--- config.mk ---
export PLATFORM = sky130hd
export DESIGN_NAME = i2c_register_master_unit
export DESIGN_NICKNAME = d
export VERILOG_FILES = /design/src/rtl/i2crm_pkg.sv /design/src/rtl/i2crm_front.sv /design/src/rtl/i2crm_engine.sv /design/src/rtl/i2c_register_master_unit.sv
export VERILOG_INCLUDE_DIRS = /design/src /design/src/rtl
export SDC_FILE = /design/constraint.sdc
export NUM_CORES = 1
export LEC_CHECK = 0
export ABC_AREA = 1
export BUFFER_PORTS_ARGS = -buffer_cell sky130_fd_sc_hd__clkbuf_2
export CORE_ASPECT_RATIO = 0.6
export CORE_UTILIZATION = 55
export CTS_CLUSTER_SIZE = 8
export DETAILED_ROUTE_END_ITERATION = 8
export PLACE_DENSITY_LB_ADDON = 0.15
export SYNTH_ARGS = -nofsm -noshare
export SYNTH_HDL_FRONTEND = slang
export SYNTH_SLANG_ARGS = --single-unit
--- constraint.sdc ---
create_clock -name clk_i -period 4.05 [get_ports clk_i]
set_clock_uncertainty 0.15 [all_clocks]
set_input_delay 0.405 -clock clk_i [delete_from_list [all_inputs] [get_ports clk_i]]
set_output_delay 0.405 -clock clk_i [all_outputs]
set_load 0.01 [all_outputs]
--- src/rtl/i2c_register_master_unit_assert.svh ---
// Assertion macros shared by the I2C register master RTL.
`ifndef I2C_REGISTER_MASTER_UNIT_ASSERT_SVH
`define I2C_REGISTER_MASTER_UNIT_ASSERT_SVH

// Check cons in the same cycle as ante; quiet while reset is held.
`define I2CRM_ASSERT_NOW(label, ante, cons, msg) \
  label: assert property (@(posedge clk_i) disable iff (!rst_ni) (ante) |-> (cons)) \
    else $error(msg);

// Check cons in the cycle after ante; quiet while reset is held.
`define I2CRM_ASSERT_NEXT(label, ante, cons, msg) \
  label: assert property (@(posedge clk_i) disable iff (!rst_ni) (ante) |=> (cons)) \
    else $error(msg);

`endif

--- src/rtl/i2crm_pkg.sv ---
// Shared types and constants of the I2C register master.
package i2crm_pkg;

  localparam int unsigned HalfW    = 10;
  localparam int unsigned StretchW = 8;
  localparam int unsigned CfgW     = 10;

  // Register indexes of the configuration port.
  localparam logic CfgHalfPeriod   = 1'b0;
  localparam logic CfgStretchLimit = 1'b1;

  // Input mode codes.
  localparam logic [1:0] ModeTick  = 2'd0;
  localparam logic [1:0] ModeWrite = 2'd1;
  localparam logic [1:0] ModeRead  = 2'd2;

  // One classified tick as it travels from the front to the engine.
  typedef struct packed {
    logic       cmd_start;
    logic       cmd_read;
    logic [6:0] device_addr;
    logic [7:0] reg_addr;
    logic [7:0] write_data;
    logic [7:0] read_count;
    logic       scl;
    logic       sda;
  } tick_t;

  // One result beat.
  typedef struct packed {
    logic       scl_low;
    logic       sda_low;
    logic       byte_valid;
    logic [7:0] read_byte;
    logic       last_byte;
    logic       busy;
    logic       done;
    logic       status;
    logic       arb_lost;
  } res_t;

endpackage

--- src/rtl/i2crm_front.sv ---
// Front end: accepts tick beats, decodes the mode and queues them for the engine.
`include "i2c_register_master_unit_assert.svh"
module i2crm_front (
  input  logic              clk_i,
  input  logic              rst_ni,
  input  logic              in_valid_i,
  output logic              in_stall_o,
  input  logic [1:0]        mode_i,
  input  logic [6:0]        device_addr_i,
  input  logic [7:0]        reg_addr_i,
  input  logic [7:0]        write_data_i,
  input  logic [7:0]        read_count_i,
  input  logic              scl_in_i,
  input  logic              sda_in_i,
  output logic              q_valid_o,
  output i2crm_pkg::tick_t  q_item_o,
  input  logic              q_pop_i
);
  import i2crm_pkg::*;

  tick_t      entry_q [2];
  logic       wr_ptr_q, rd_ptr_q;
  logic [1:0] count_q, count_d;
  logic       push;
  tick_t      item;

  assign in_stall_o = (count_q == 2'd2);
  assign push       = in_valid_i && !in_stall_o;
  assign q_valid_o  = (count_q != 2'd0);
  assign q_item_o   = entry_q[rd_ptr_q];

  // Mode three falls back to a plain tick.
  always_comb begin
    item.cmd_start   = (mode_i == ModeWrite) || (mode_i == ModeRead);
    item.cmd_read    = (mode_i == ModeRead);
    item.device_addr = device_addr_i;
    item.reg_addr    = reg_addr_i;
    item.write_data  = write_data_i;
    item.read_count  = read_count_i;
    item.scl         = scl_in_i;
    item.sda         = sda_in_i;
  end

  always_comb begin
    count_d = count_q;
    case ({push, q_pop_i})
      2'b10:   count_d = count_q + 2'd1;
      2'b01:   count_d = count_q - 2'd1;
      default: count_d = count_q;
    endcase
  end

  always_ff @(posedge clk_i or negedge rst_ni) begin
    if (!rst_ni) begin
      wr_ptr_q <= 1'b0;
      rd_ptr_q <= 1'b0;
      count_q  <= 2'd0;
    end else begin
      if (push) wr_ptr_q <= !wr_ptr_q;
      if (q_pop_i) rd_ptr_q <= !rd_ptr_q;
      count_q <= count_d;
    end
  end

  always_ff @(posedge clk_i) begin
    if (push) entry_q[wr_ptr_q] <= item;
  end

  `I2CRM_ASSERT_NOW(a_count_range, 1'b1, count_q <= 2'd2, "queue count out of range")
  `I2CRM_ASSERT_NOW(a_pop_nonempty, q_pop_i, count_q != 2'd0, "pop from empty queue")

endmodule

--- src/rtl/i2crm_engine.sv ---
// Back end: the bus sequencer that steps once per queued tick, plus the result register.
`include "i2c_register_master_unit_assert.svh"
module i2crm_engine (
  input  logic                       clk_i,
  input  logic                       rst_ni,
  input  logic                       cfg_we_i,
  input  logic                       cfg_idx_i,
  input  logic [i2crm_pkg::CfgW-1:0] cfg_wdata_i,
  input  logic                       q_valid_i,
  input  i2crm_pkg::tick_t           q_item_i,
  output logic                       q_pop_o,
  output logic                       out_valid_o,
  input  logic                       out_stall_i,
  output i2crm_pkg::res_t            res_o
);
  import i2crm_pkg::*;

  localparam logic [3:0] PhIdle   = 4'd0;
  localparam logic [3:0] PhStartA = 4'd1;
  localparam logic [3:0] PhStartB = 4'd2;
  localparam logic [3:0] PhSetup  = 4'd3;
  localparam logic [3:0] PhRise   = 4'd4;
  localparam logic [3:0] PhHigh   = 4'd5;
  localparam logic [3:0] PhStopA  = 4'd6;
  localparam logic [3:0] PhStopB  = 4'd7;
  localparam logic [3:0] PhStopC  = 4'd8;
  localparam logic [3:0] PhStopD  = 4'd9;

  localparam logic [2:0] SgAddrW  = 3'd0;
  localparam logic [2:0] SgReg    = 3'd1;
  localparam logic [2:0] SgData   = 3'd2;
  localparam logic [2:0] SgAddrR  = 3'd3;
  localparam logic [2:0] SgRead   = 3'd4;
  localparam logic [2:0] SgFinal  = 3'd5;
  localparam logic [2:0] SgReStop = 3'd6;

  logic [HalfW-1:0]    cfg_half_q;
  logic [StretchW-1:0] cfg_stretch_q;

  logic [3:0]          phase_q, phase_d;
  logic [2:0]          stage_q, stage_d;
  logic [3:0]          bit_idx_q, bit_idx_d;
  logic [7:0]          bytes_left_q, bytes_left_d;
  logic [7:0]          shift_q, shift_d;
  logic [HalfW-1:0]    half_tmr_q, half_tmr_d;
  logic [StretchW-1:0] str_tmr_q, str_tmr_d;
  logic [6:0]          held_dev_q, held_dev_d;
  logic [7:0]          held_reg_q, held_reg_d;
  logic [7:0]          held_data_q, held_data_d;
  logic                is_read_q, is_read_d;
  logic                failed_q, failed_d;

  logic                out_valid_q;
  res_t                res_q, res_d;

  logic                pop;
  logic [HalfW-1:0]    hp, ht_inc;
  logic                hold_fin, rise_fin, sending, s;
  logic [7:0]          bl_dec;

  // Drive-low level of SDA for the current bit slot.
  function automatic logic bit_low(input logic [3:0] idx, input logic [2:0] sg,
                                   input logic [7:0] sh, input logic [7:0] bl);
    logic r;
    if (!idx[3]) begin
      r = (sg == SgRead) ? 1'b0 : !sh[~idx[2:0]];
    end else begin
      r = (sg == SgRead) ? (bl > 8'd1) : 1'b0;
    end
    return r;
  endfunction

  assign pop         = q_valid_i && (!out_valid_q || !out_stall_i);
  assign q_pop_o     = pop;
  assign out_valid_o = out_valid_q;
  assign res_o       = res_q;

  assign hp       = (cfg_half_q == '0) ? HalfW'(1) : cfg_half_q;
  assign ht_inc   = half_tmr_q + HalfW'(1);
  assign hold_fin = (ht_inc >= hp);
  assign rise_fin = q_item_i.scl || (str_tmr_q >= cfg_stretch_q);
  assign s        = q_item_i.sda;
  assign sending  = (stage_q == SgRead) ? bit_idx_q[3] : !bit_idx_q[3];
  assign bl_dec   = (bytes_left_q != 8'd0) ? bytes_left_q - 8'd1 : bytes_left_q;

  always_comb begin
    phase_d      = phase_q;
    stage_d      = stage_q;
    bit_idx_d    = bit_idx_q;
    bytes_left_d = bytes_left_q;
    shift_d      = shift_q;
    half_tmr_d   = half_tmr_q;
    str_tmr_d    = str_tmr_q;
    held_dev_d   = held_dev_q;
    held_reg_d   = held_reg_q;
    held_data_d  = held_data_q;
    is_read_d    = is_read_q;
    failed_d     = failed_q;
    res_d        = '0;

    case (phase_q)
      PhIdle: begin
        if (q_item_i.cmd_start) begin
          held_dev_d   = q_item_i.device_addr;
          held_reg_d   = q_item_i.reg_addr;
          held_data_d  = q_item_i.write_data;
          bytes_left_d = q_item_i.read_count;
          is_read_d    = q_item_i.cmd_read;
          failed_d     = 1'b0;
          bit_idx_d    = 4'd0;
          stage_d      = SgAddrW;
          shift_d      = {q_item_i.device_addr, 1'b0};
          phase_d      = PhStartA;
          half_tmr_d   = '0;
          str_tmr_d    = '0;
        end
      end
      PhStartA, PhStartB, PhSetup, PhStopA, PhStopC: begin
        half_tmr_d = ht_inc;
        if (hold_fin) begin
          half_tmr_d = '0;
          str_tmr_d  = '0;
          case (phase_q)
            PhStartA: begin
              res_d.arb_lost = !s;
              phase_d        = PhStartB;
            end
            PhStartB: begin
              bit_idx_d = 4'd0;
              phase_d   = PhSetup;
            end
            PhSetup: phase_d = PhRise;
            PhStopA: phase_d = PhStopB;
            default: phase_d = PhStopD;
          endcase
        end
      end
      PhRise, PhStopB: begin
        if (rise_fin) begin
          phase_d    = (phase_q == PhRise) ? PhHigh : PhStopC;
          half_tmr_d = '0;
          str_tmr_d  = '0;
        end else begin
          str_tmr_d = str_tmr_q + StretchW'(1);
        end
      end
      PhHigh: begin
        half_tmr_d = ht_inc;
        if (hold_fin) begin
          half_tmr_d = '0;
          str_tmr_d  = '0;
          res_d.arb_lost = sending && !bit_low(bit_idx_q, stage_q, shift_q, bytes_left_q)
                           && !s;
          phase_d = PhSetup;
          if (!bit_idx_q[3]) begin
            if (stage_q == SgRead) shift_d = {shift_q[6:0], s};
            bit_idx_d = bit_idx_q + 4'd1;
          end else begin
            bit_idx_d = 4'd0;
            case (stage_q)
              SgRead: begin
                res_d.byte_valid = 1'b1;
                res_d.read_byte  = shift_q;
                res_d.last_byte  = (bytes_left_q == 8'd1);
                bytes_left_d     = bl_dec;
                if (bl_dec == 8'd0) begin
                  stage_d = SgFinal;
                  phase_d = PhStopA;
                end else begin
                  shift_d = 8'd0;
                end
              end
              SgAddrW: begin
                if (s) begin
                  failed_d = 1'b1;
                  stage_d  = SgFinal;
                  phase_d  = PhStopA;
                end else begin
                  stage_d = SgReg;
                  shift_d = held_reg_q;
                end
              end
              SgReg: begin
                if (is_read_q) begin
                  stage_d = SgReStop;
                  phase_d = PhStopA;
                end else if (s) begin
                  failed_d = 1'b1;
                  stage_d  = SgFinal;
                  phase_d  = PhStopA;
                end else begin
                  stage_d = SgData;
                  shift_d = held_data_q;
                end
              end
              SgData: begin
                failed_d = s;
                stage_d  = SgFinal;
                phase_d  = PhStopA;
              end
              SgAddrR: begin
                if (s) begin
                  failed_d = 1'b1;
                  stage_d  = SgFinal;
                  phase_d  = PhStopA;
                end else if (bytes_left_q == 8'd0) begin
                  stage_d = SgFinal;
                  phase_d = PhStopA;
                end else begin
                  stage_d = SgRead;
                  shift_d = 8'd0;
                end
              end
              default: begin
                stage_d = SgFinal;
                phase_d = PhStopA;
              end
            endcase
          end
        end
      end
      PhStopD: begin
        half_tmr_d = ht_inc;
        if (hold_fin) begin
          half_tmr_d     = '0;
          str_tmr_d      = '0;
          res_d.arb_lost = !s;
          if (stage_q == SgReStop) begin
            stage_d   = SgAddrR;
            shift_d   = {held_dev_q, 1'b1};
            bit_idx_d = 4'd0;
            phase_d   = PhStartA;
          end else begin
            phase_d    = PhIdle;
            res_d.done = 1'b1;
          end
        end
      end
      default: begin
        phase_d    = PhIdle;
        half_tmr_d = '0;
        str_tmr_d  = '0;
      end
    endcase

    // Line drive for the coming tick follows the phase just entered.
    case (phase_d)
      PhStartB: res_d.sda_low = 1'b1;
      PhSetup: begin
        res_d.scl_low = 1'b1;
        res_d.sda_low = bit_low(bit_idx_d, stage_d, shift_d, bytes_left_d);
      end
      PhRise, PhHigh: res_d.sda_low = bit_low(bit_idx_d, stage_d, shift_d, bytes_left_d);
      PhStopA: begin
        res_d.scl_low = 1'b1;
        res_d.sda_low = 1'b1;
      end
      PhStopB, PhStopC: res_d.sda_low = 1'b1;
      default: res_d.sda_low = 1'b0;
    endcase

    res_d.busy   = (phase_d != PhIdle);
    res_d.status = res_d.done && failed_d;
  end

  always_ff @(posedge clk_i or negedge rst_ni) begin
    if (!rst_ni) begin
      cfg_half_q    <= HalfW'(1);
      cfg_stretch_q <= StretchW'(10);
    end else if (cfg_we_i) begin
      case (cfg_idx_i)
        CfgHalfPeriod:   cfg_half_q    <= cfg_wdata_i[HalfW-1:0];
        CfgStretchLimit: cfg_stretch_q <= cfg_wdata_i[StretchW-1:0];
        default:         cfg_half_q    <= cfg_half_q;
      endcase
    end
  end

  always_ff @(posedge clk_i or negedge rst_ni) begin
    if (!rst_ni) begin
      phase_q      <= PhIdle;
      stage_q      <= SgAddrW;
      bit_idx_q    <= 4'd0;
      bytes_left_q <= 8'd0;
      shift_q      <= 8'd0;
      half_tmr_q   <= '0;
      str_tmr_q    <= '0;
      held_dev_q   <= 7'd0;
      held_reg_q   <= 8'd0;
      held_data_q  <= 8'd0;
      is_read_q    <= 1'b0;
      failed_q     <= 1'b0;
      out_valid_q  <= 1'b0;
    end else begin
      if (pop) begin
        phase_q      <= phase_d;
        stage_q      <= stage_d;
        bit_idx_q    <= bit_idx_d;
        bytes_left_q <= bytes_left_d;
        shift_q      <= shift_d;
        half_tmr_q   <= half_tmr_d;
        str_tmr_q    <= str_tmr_d;
        held_dev_q   <= held_dev_d;
        held_reg_q   <= held_reg_d;
        held_data_q  <= held_data_d;
        is_read_q    <= is_read_d;
        failed_q     <= failed_d;
        out_valid_q  <= 1'b1;
      end else if (!out_stall_i) begin
        out_valid_q  <= 1'b0;
      end
    end
  end

  always_ff @(posedge clk_i) begin
    if (pop) res_q <= res_d;
  end

  `I2CRM_ASSERT_NOW(a_done_not_busy, out_valid_q && res_q.done, !res_q.busy,
                    "done beat while still busy")
  `I2CRM_ASSERT_NOW(a_last_has_byte, out_valid_q && res_q.last_byte, res_q.byte_valid,
                    "last_byte without byte_valid")
  `I2CRM_ASSERT_NOW(a_idle_timer_clear, phase_q == PhIdle, half_tmr_q == '0,
                    "half timer running while idle")
  `I2CRM_ASSERT_NOW(a_bit_index_range, 1'b1, bit_idx_q <= 4'd8, "bit index past ACK slot")

endmodule

--- src/rtl/i2c_register_master_unit.sv ---
// Top level of the I2C register master: tick front end, bus engine and port mapping.
// The block is an open-drain I2C master that advances by one bus tick per input
// beat: each beat carries the sampled SCL and SDA levels and optionally a new
// register-write (mode 1) or register-read (mode 2) command, and each beat yields
// exactly one result beat with the line drive for the next tick, a received byte
// when one completes (with its last-of-run flag), busy, a done pulse with status
// (0 success, 1 no acknowledge) and an arbitration-loss pulse. Throughput is one
// tick per clock cycle while the output is not stalled: the engine step is pure
// combinational logic, and a two-entry queue plus an output register keep input
// and output stalls apart; results are registered as ticks leave the queue.
// Commands given while a command is in progress are ignored; mode 3 is a plain
// tick. Configuration register 0 sets ticks per half SCL period (0 acts as 1,
// reset 1) and register 1 sets the SCL stretch wait limit (reset 10); write them
// only while no tick is in flight.
module i2c_register_master_unit (
  input  logic                       clk_i,
  input  logic                       rst_ni,
  input  logic                       cfg_we_i,
  input  logic                       cfg_idx_i,
  input  logic [i2crm_pkg::CfgW-1:0] cfg_wdata_i,
  input  logic                       in_valid_i,
  output logic                       in_stall_o,
  input  logic [1:0]                 mode_i,
  input  logic [6:0]                 device_addr_i,
  input  logic [7:0]                 reg_addr_i,
  input  logic [7:0]                 write_data_i,
  input  logic [7:0]                 read_count_i,
  input  logic                       scl_in_i,
  input  logic                       sda_in_i,
  output logic                       out_valid_o,
  input  logic                       out_stall_i,
  output logic                       scl_low_o,
  output logic                       sda_low_o,
  output logic                       byte_valid_o,
  output logic [7:0]                 read_byte_o,
  output logic                       last_byte_o,
  output logic                       busy_res_o,
  output logic                       done_res_o,
  output logic                       status_o,
  output logic                       arb_lost_o
);
  import i2crm_pkg::*;

  logic  q_valid, q_pop;
  tick_t q_item;
  res_t  res;

  // Accept and decode tick beats; hold up to two for the engine.
  i2crm_front u_front (
    .clk_i,
    .rst_ni,
    .in_valid_i,
    .in_stall_o,
    .mode_i,
    .device_addr_i,
    .reg_addr_i,
    .write_data_i,
    .read_count_i,
    .scl_in_i,
    .sda_in_i,
    .q_valid_o (q_valid),
    .q_item_o  (q_item),
    .q_pop_i   (q_pop)
  );

  // Step the bus sequencer once per queued tick and register its result beat.
  i2crm_engine u_engine (
    .clk_i,
    .rst_ni,
    .cfg_we_i,
    .cfg_idx_i,
    .cfg_wdata_i,
    .q_valid_i   (q_valid),
    .q_item_i    (q_item),
    .q_pop_o     (q_pop),
    .out_valid_o,
    .out_stall_i,
    .res_o       (res)
  );

  // Spread the result beat over its ports.
  assign scl_low_o    = res.scl_low;
  assign sda_low_o    = res.sda_low;
  assign byte_valid_o = res.byte_valid;
  assign read_byte_o  = res.read_byte;
  assign last_byte_o  = res.last_byte;
  assign busy_res_o   = res.busy;
  assign done_res_o   = res.done;
  assign status_o     = res.status;
  assign arb_lost_o   = res.arb_lost;

endmodule
**Yosys cells after proc, flatten, opt, wreduce, memory -nomap -nowiden**

Memory sizes are Yosys's and may differ from the RTL's.
Cells that the tools add are included.

- Add/sub/neg operators: 6
- Reductions and logical operators: 41
- Bitwise logic cells: 3
- $lt $le $gt $ge: 6
- Equal/unequal tests: 32
- Mux-type cells: 102

Operators by type and width:

| operator | number |
|---|---|
| $mux W8 | 20 |
| $mux W4 | 16 |
| $mux W10 | 5 |
| $pmux W4 S4 | 3 |
| $pmux W8 S3 | 2 |
| $mux W3 | 13 |
| $eq A4 B3 Y1 const B | 8 |
| $pmux W8 S4 | 1 |
| $mux W1 | 30 |
| $pmux W10 S3 | 1 |
| $pmux W4 S5 | 1 |
| $eq A4 B2 Y1 const B | 4 |
| $gt A8 B1 Y1 const B | 2 |
| $logic_not A8 Y1 | 2 |
| $pmux W8 S2 | 1 |
| $eq A4 B4 Y1 const B | 3 |
| $pmux W3 S4 | 1 |
| $reduce_and A3 Y1 | 4 |
| $add A10 B1 Y10 const B | 1 |
| $ge A10 B10 Y1 | 1 |
| $logic_not A1 Y1 | 10 |
| $logic_not A10 Y1 | 1 |
| $eq A3 B3 Y1 const B | 3 |
| $pmux W3 S3 | 1 |
| other kinds (35) | 56 |

- Flip-flop bits (word level): 109
- Bits of input ports: 51
- Output and inout bits: 18
- Memories kept: 1
- Memory bits (writable): 70
- Word-level logic and storage cells: 218

Memory list:

| memory | depth | bits a word | rd ports | clocked after memory_dff | wr ports | RTL line | RTL |
|---|---|---|---|---|---|---|---|
| u_front.entry_q | 2 | 35 | 1 | 0 | 1 | i2crm_front.sv:21 | `tick_t entry_q [2];` |

**Depth between registers and ports, before layout**

- Word-level depth: 14
- Depth in mapped cells: 27

**Modules after synthesis**

A second synthesis with hierarchy kept.

- Cells, all modules: 1136
- Area total of the unflattened synthesis: 9779.4 um2

By module, submodules not included:

| module | sequential area each (um2) | cells an instance | instances | area each (um2) |
|---|---|---|---|---|
| i2crm_engine | 2711.4 | 923 | 1 | 6915.4 |
| i2crm_front | 2202.1 | 213 | 1 | 2864.0 |

**Least setup slack after synthesis**

Ideal clock, no wire load.

- Path kind: reg2reg
- Start point: reg u_engine.half_tmr_q[0]
- End point: reg u_engine.res_q (netlist bit u_engine.res_o[14]) (data pin)
- Cell stages (with the launch flop): 26
- Period minus slack after synthesis: 3.471 ns
- Data required time: 3.648 ns
- Arrival time: 3.069 ns
- Path buffers: 0
- Setup slack: 0.579 ns
- Path through: dfrtp_1 nand3_1 nor2_1 nand2_1 nor2_1 nand3_1 nor2_1 xor2_1 inv_1 ha_1 a21oi_1 o21ai_0 a21oi_1 nand3_1 nand2_1 inv_1 o31ai_4 inv_1 nand2_2 nand3_1 nand3_1 nand3_1 nand3_1 nand2_1 nand2_1 nand2_1

RTL lines:

| element | RTL line | RTL |
|---|---|---|
| start, declared | i2crm_engine.sv:45 | `logic [HalfW-1:0] half_tmr_q, half_tmr_d;` |
| start signal, assigned | i2crm_engine.sv:301 | `half_tmr_q <= half_tmr_d;` |
| end signal, assigned | i2crm_engine.sv:316 | `if (pop) res_q <= res_d;` |
| end, declared | i2crm_engine.sv:54 | `res_t res_q, res_d;` |

==> summary.md <==
| Metric | Value |
|---|---|
| XOR/XNOR Fraction of Synth Area | `0.0120` |
| Worst-case clock buffer depth | `2` |
| GRT overflow | `0` |
| Commonest non-fill, non-tap cell in the layout | `nand2_1` |
| Pins Over Slew Limit | `0` |
| Commonest cells after routing, fill and taps aside | `nand2_1 (253), inv_1 (126), nor2_1 (95), dfrtp_1 (90), o21ai_0 (89)` |
| CP startpoint | `u_engine.half_tmr_q[0]` |
| Vias per cell | `~5.6` |
| H-tree depth | `4` |
| Hpwl dp | `17.4 mm` |
| Seq cells post-synth | `179` |
| Setup Viol. Count Final | `0` |
| Largest family of logic cells by synthesized area | `simple AND/OR/NAND/NOR gates` |
| Initial DRC count | `roughly 840` |
| Worst path slowest cell | `dfrtp_1` |
| Total die area | `~0.018 mm²` |
| Area growth, synth to finish | `19.6%` |
| Global-route met2 utilization | `0.364` |
| Dpl ws | `approximately 30 ps` |
| Hold Startpoint | `device_addr_i[5]` |
| Compound-Gate Fraction of Synth Area | `0.140` |
| Max Cap Viol | `0` |
| Initial Util | `0.574` |
| Actual slew at the worst max-slew pin | `998 ps` |
| CP required | `between 4000 and 5000 ps` |
| Final Core Density | `0.687` |
| # port buffers | `68` |
| Post-synthesis async set-or-reset flop share | `0.520` |
| ANT nets after route | `0` |
| Internal power | `approximately 4.4 mW` |
| Worst r2r src | `u_engine.half_tmr_q[0]` |
| IO Count | `between 60 and 70` |
| Mean Syn Cell Area | `a little under 9 µm²` |
| Arrival @ worst endpoint | `a little under 4000 ps` |
| Post-Syn Instances | `roughly 1100` |
| Largest net degree at the start of global routing | `70` |
| Total GRT Usage | `0.288` |
| # rows | `36` |
| Clk_lat worst skew | `around 450 ps` |
| Met3 Use GR | `0.0909` |
| Chip width | `around 170 µm` |
| CP bufs+invs | `4` |
| Synth Area in Adders | `0.0329` |
| Pwr/cell area | `669 mW/mm²` |
| Total clock sinks | `~180` |
| WS Path Type | `reg -> reg` |
| Clock root buffer | `clkbuf_16` |
| Chip height | `around 100 µm` |
| Total CTS buffers | `17` |
| Cell variety after synth | `53` |
| Ys Warns | `0` |
| Design Power | `roughly 7.6 mW` |
| Comb pwr share | `0.405` |
| Routed vias | `about 8100` |
| Final net count | `roughly 1300` |
| Global routing's busiest layer | `met1` |
| Vias in the first global route | `about 7200` |
| CP peak stage delay | `about 400 ps` |
| CP Launch Type | `flop` |
| Fmax | `259 MHz` |
| Drt total wl | `approximately 25 mm` |
| Diode count | `0` |
| Hold Fails Final Rpt | `0` |
| Crit path top cell by count | `nand3_2` |
| First-pass GRT wire length | `38.6 mm` |
| Crit share post-route | `0.952` |
| Cell Area, Synth | `0.00950 mm²` |
| Fill count | `1349` |
| Footprint of the multi-input gates | `a little over 0.004 mm²` |
| Initial antenna violation count | `0` |
| Seq. cell area | `0.00491 mm²` |
| Syn nets | `1171` |
| Mux cell area share after synthesis | `0.0104` |
| DRC | `0` |
| Worst slew margin | `0.333` |
| Critical path's top delay family | `simple AND/OR/NAND/NOR gates` |
| Drt wl/cell | `approximately 17 µm` |
| CP max FO | `6` |
| GR Util met1 | `0.469` |
| HP Class | `in -> reg` |
| CORE AREA | `~0.017 mm²` |
| Minimum clock period after layout | `3850 ps` |
| CTS tree | `yes` |
| Clk pin slew, worst setup/hold paths | `80 ps` |
| Clock power frac | `0.234` |
| Crit end category | `flop` |
| Total negative slack | `0 ps` |
| NetSw | `approximately 3.2 mW` |
| Post-synth EDFFs | `86` |
| Drt first pass iters | `6` |
| Gpl congestion | `~1` |
| Main flop type after synthesis | `dfrtp_1` |
| Layout cell share with drive strength beyond 1 | `0.185` |
| Maximum vdd drop | `0.357 mV` |
| Worst setup margin | `196 ps` |
| Leak | `between 5 and 6 nW` |
| Post-Synth Simple-Gate Area | `0.218` |
| Crit path cell chain | `ha_2 > nand3_2 > nor2_2 > nand4_1 > xor2_2 > inv_1 > ha_4 > nand2_2 > nor2_4 > o211ai_1 > nand3_4 > buf_6 > a21oi_2 > nor3_4 > inv_2 > a21oi_4 > inv_1 > nand3_2 > nand3_1 > nand3_2 > nand2_2 > nand2_1 > nand2_1` |
| Net Sw Frac | `0.427` |
| Status | `complete, no violations` |
| Register share of total power | `0.361` |
| Seq/Total Area, Yosys | `0.517` |
sequential cells by signal, summed over array words and instances, names as in the netlist:
register / flops
u_front.entry_q: 70
u_engine.res_o: 16
u_engine.cfg_half_q: 10
u_engine.half_tmr_q: 10
u_engine.bytes_left_q: 8
u_engine.cfg_stretch_q: 8
u_engine.held_data_q: 8
u_engine.held_reg_q: 8
u_engine.shift_q: 8
u_engine.str_tmr_q: 8
u_engine.held_dev_q: 7
u_engine.bit_idx_q: 4
u_engine.phase_q: 4
u_engine.stage_q: 3
u_front.count_q: 2
u_engine.failed_q: 1
u_engine.is_read_q: 1
u_engine.out_valid_o: 1
u_front.rd_ptr_q: 1
u_front.wr_ptr_q: 1
cells in the mapped netlist, drive strengths merged (2+ instances only):
cell	number	area, µm²
o21ai	97	485
mux2	7	78.8
o221ai	2	17.5
nand2	263	997
xor2	12	105
nor4	4	25.0
inv	137	517
buf	15	75.1
o32ai	2	17.5
clkinv	2	8.75
nand4	17	113
edfxtp	86	2580
a31oi	18	113
dfstp	3	78.8
nor3b	2	15.0
clkbuf	17	63.8
a211oi	2	15.0
o211ai	20	150
o21a	2	15.0
a221oi	10	87.6
mux2i	2	20.0
a22oi	7	52.6
dfrtp	90	2250
and3	2	12.5
ha	25	313
a21oi	49	257
nor3	16	113
o22ai	8	50.1
nand3	52	260
nor2	117	521
routing by layer:
metal,share of wire,wire length (µm)
met1,0.48,12100
met5,0,0
met4,0.0080,201
met3,0.11,2750
met2,0.40,10000
cell type report:
type,instances,share of cell area
Clock buffer,17,0.0375
Clock inverter,15,0.0199
Inverter,139,0.0468
Multi-Input combinational cell,745,0.364
Sequential cell,179,0.433
Tap cell,228,0.0251
Timing Repair Buffer,123,0.0737
per-stage QoR:
stage / cells / hold slack (ps) / cell area [µm²]
floorplan: 1095 / -40.6 / 9500
global placement: 1383 / 320 / 10200
detailed placement: 1383 / 328 / 10200
CTS: 1430 / 0.0762 / 11000
global route: 1446 / 2.59 / 11400
finish: 1446 / 3.09 / 11400
cells by family after synthesis:
group	count (synthesis)
flip-flops	179
XOR/XNOR	13
AND/OR/NAND/NOR	475
multiplexers	9
adder cells (fa/ha/maj)	25
buffers and inverters	171
AO/OA/AOI/OAI	223
final timing paths:
kind,slack [ps],depth (start not counted),end
max in group asynchronous,2390,3,u_engine.cfg_half_q[0]
min in group asynchronous,470,2,u_front.count_q[1]
min reg2reg,340,2,u_engine.cfg_stretch_q[2]
max reg2reg,200,23,u_engine.res_o[14]
min,3,1,u_front.entry_q[1][31]
max,200,23,u_engine.res_o[14]
power groups by stage:
stage | logic (mW) | registers (mW) | clock network [mW]
finish | 3.07 | 2.74 | 1.78
global placement | 2.89 | 2.75 | 0
CTS | 2.92 | 2.73 | 1.79
detailed placement | 2.89 | 2.76 | 0
floorplan | 1.97 | 2.71 | 0
global route | 3.39 | 2.79 | 1.87
timing repair:
item	CTS	global route
buffers inserted	0	11
endpoints found under the hold margin	53	10
setup endpoints to repair	0	10
hold buffers	15	5
gates resized for setup	0	57
Power figures use the tool's default switching activity.
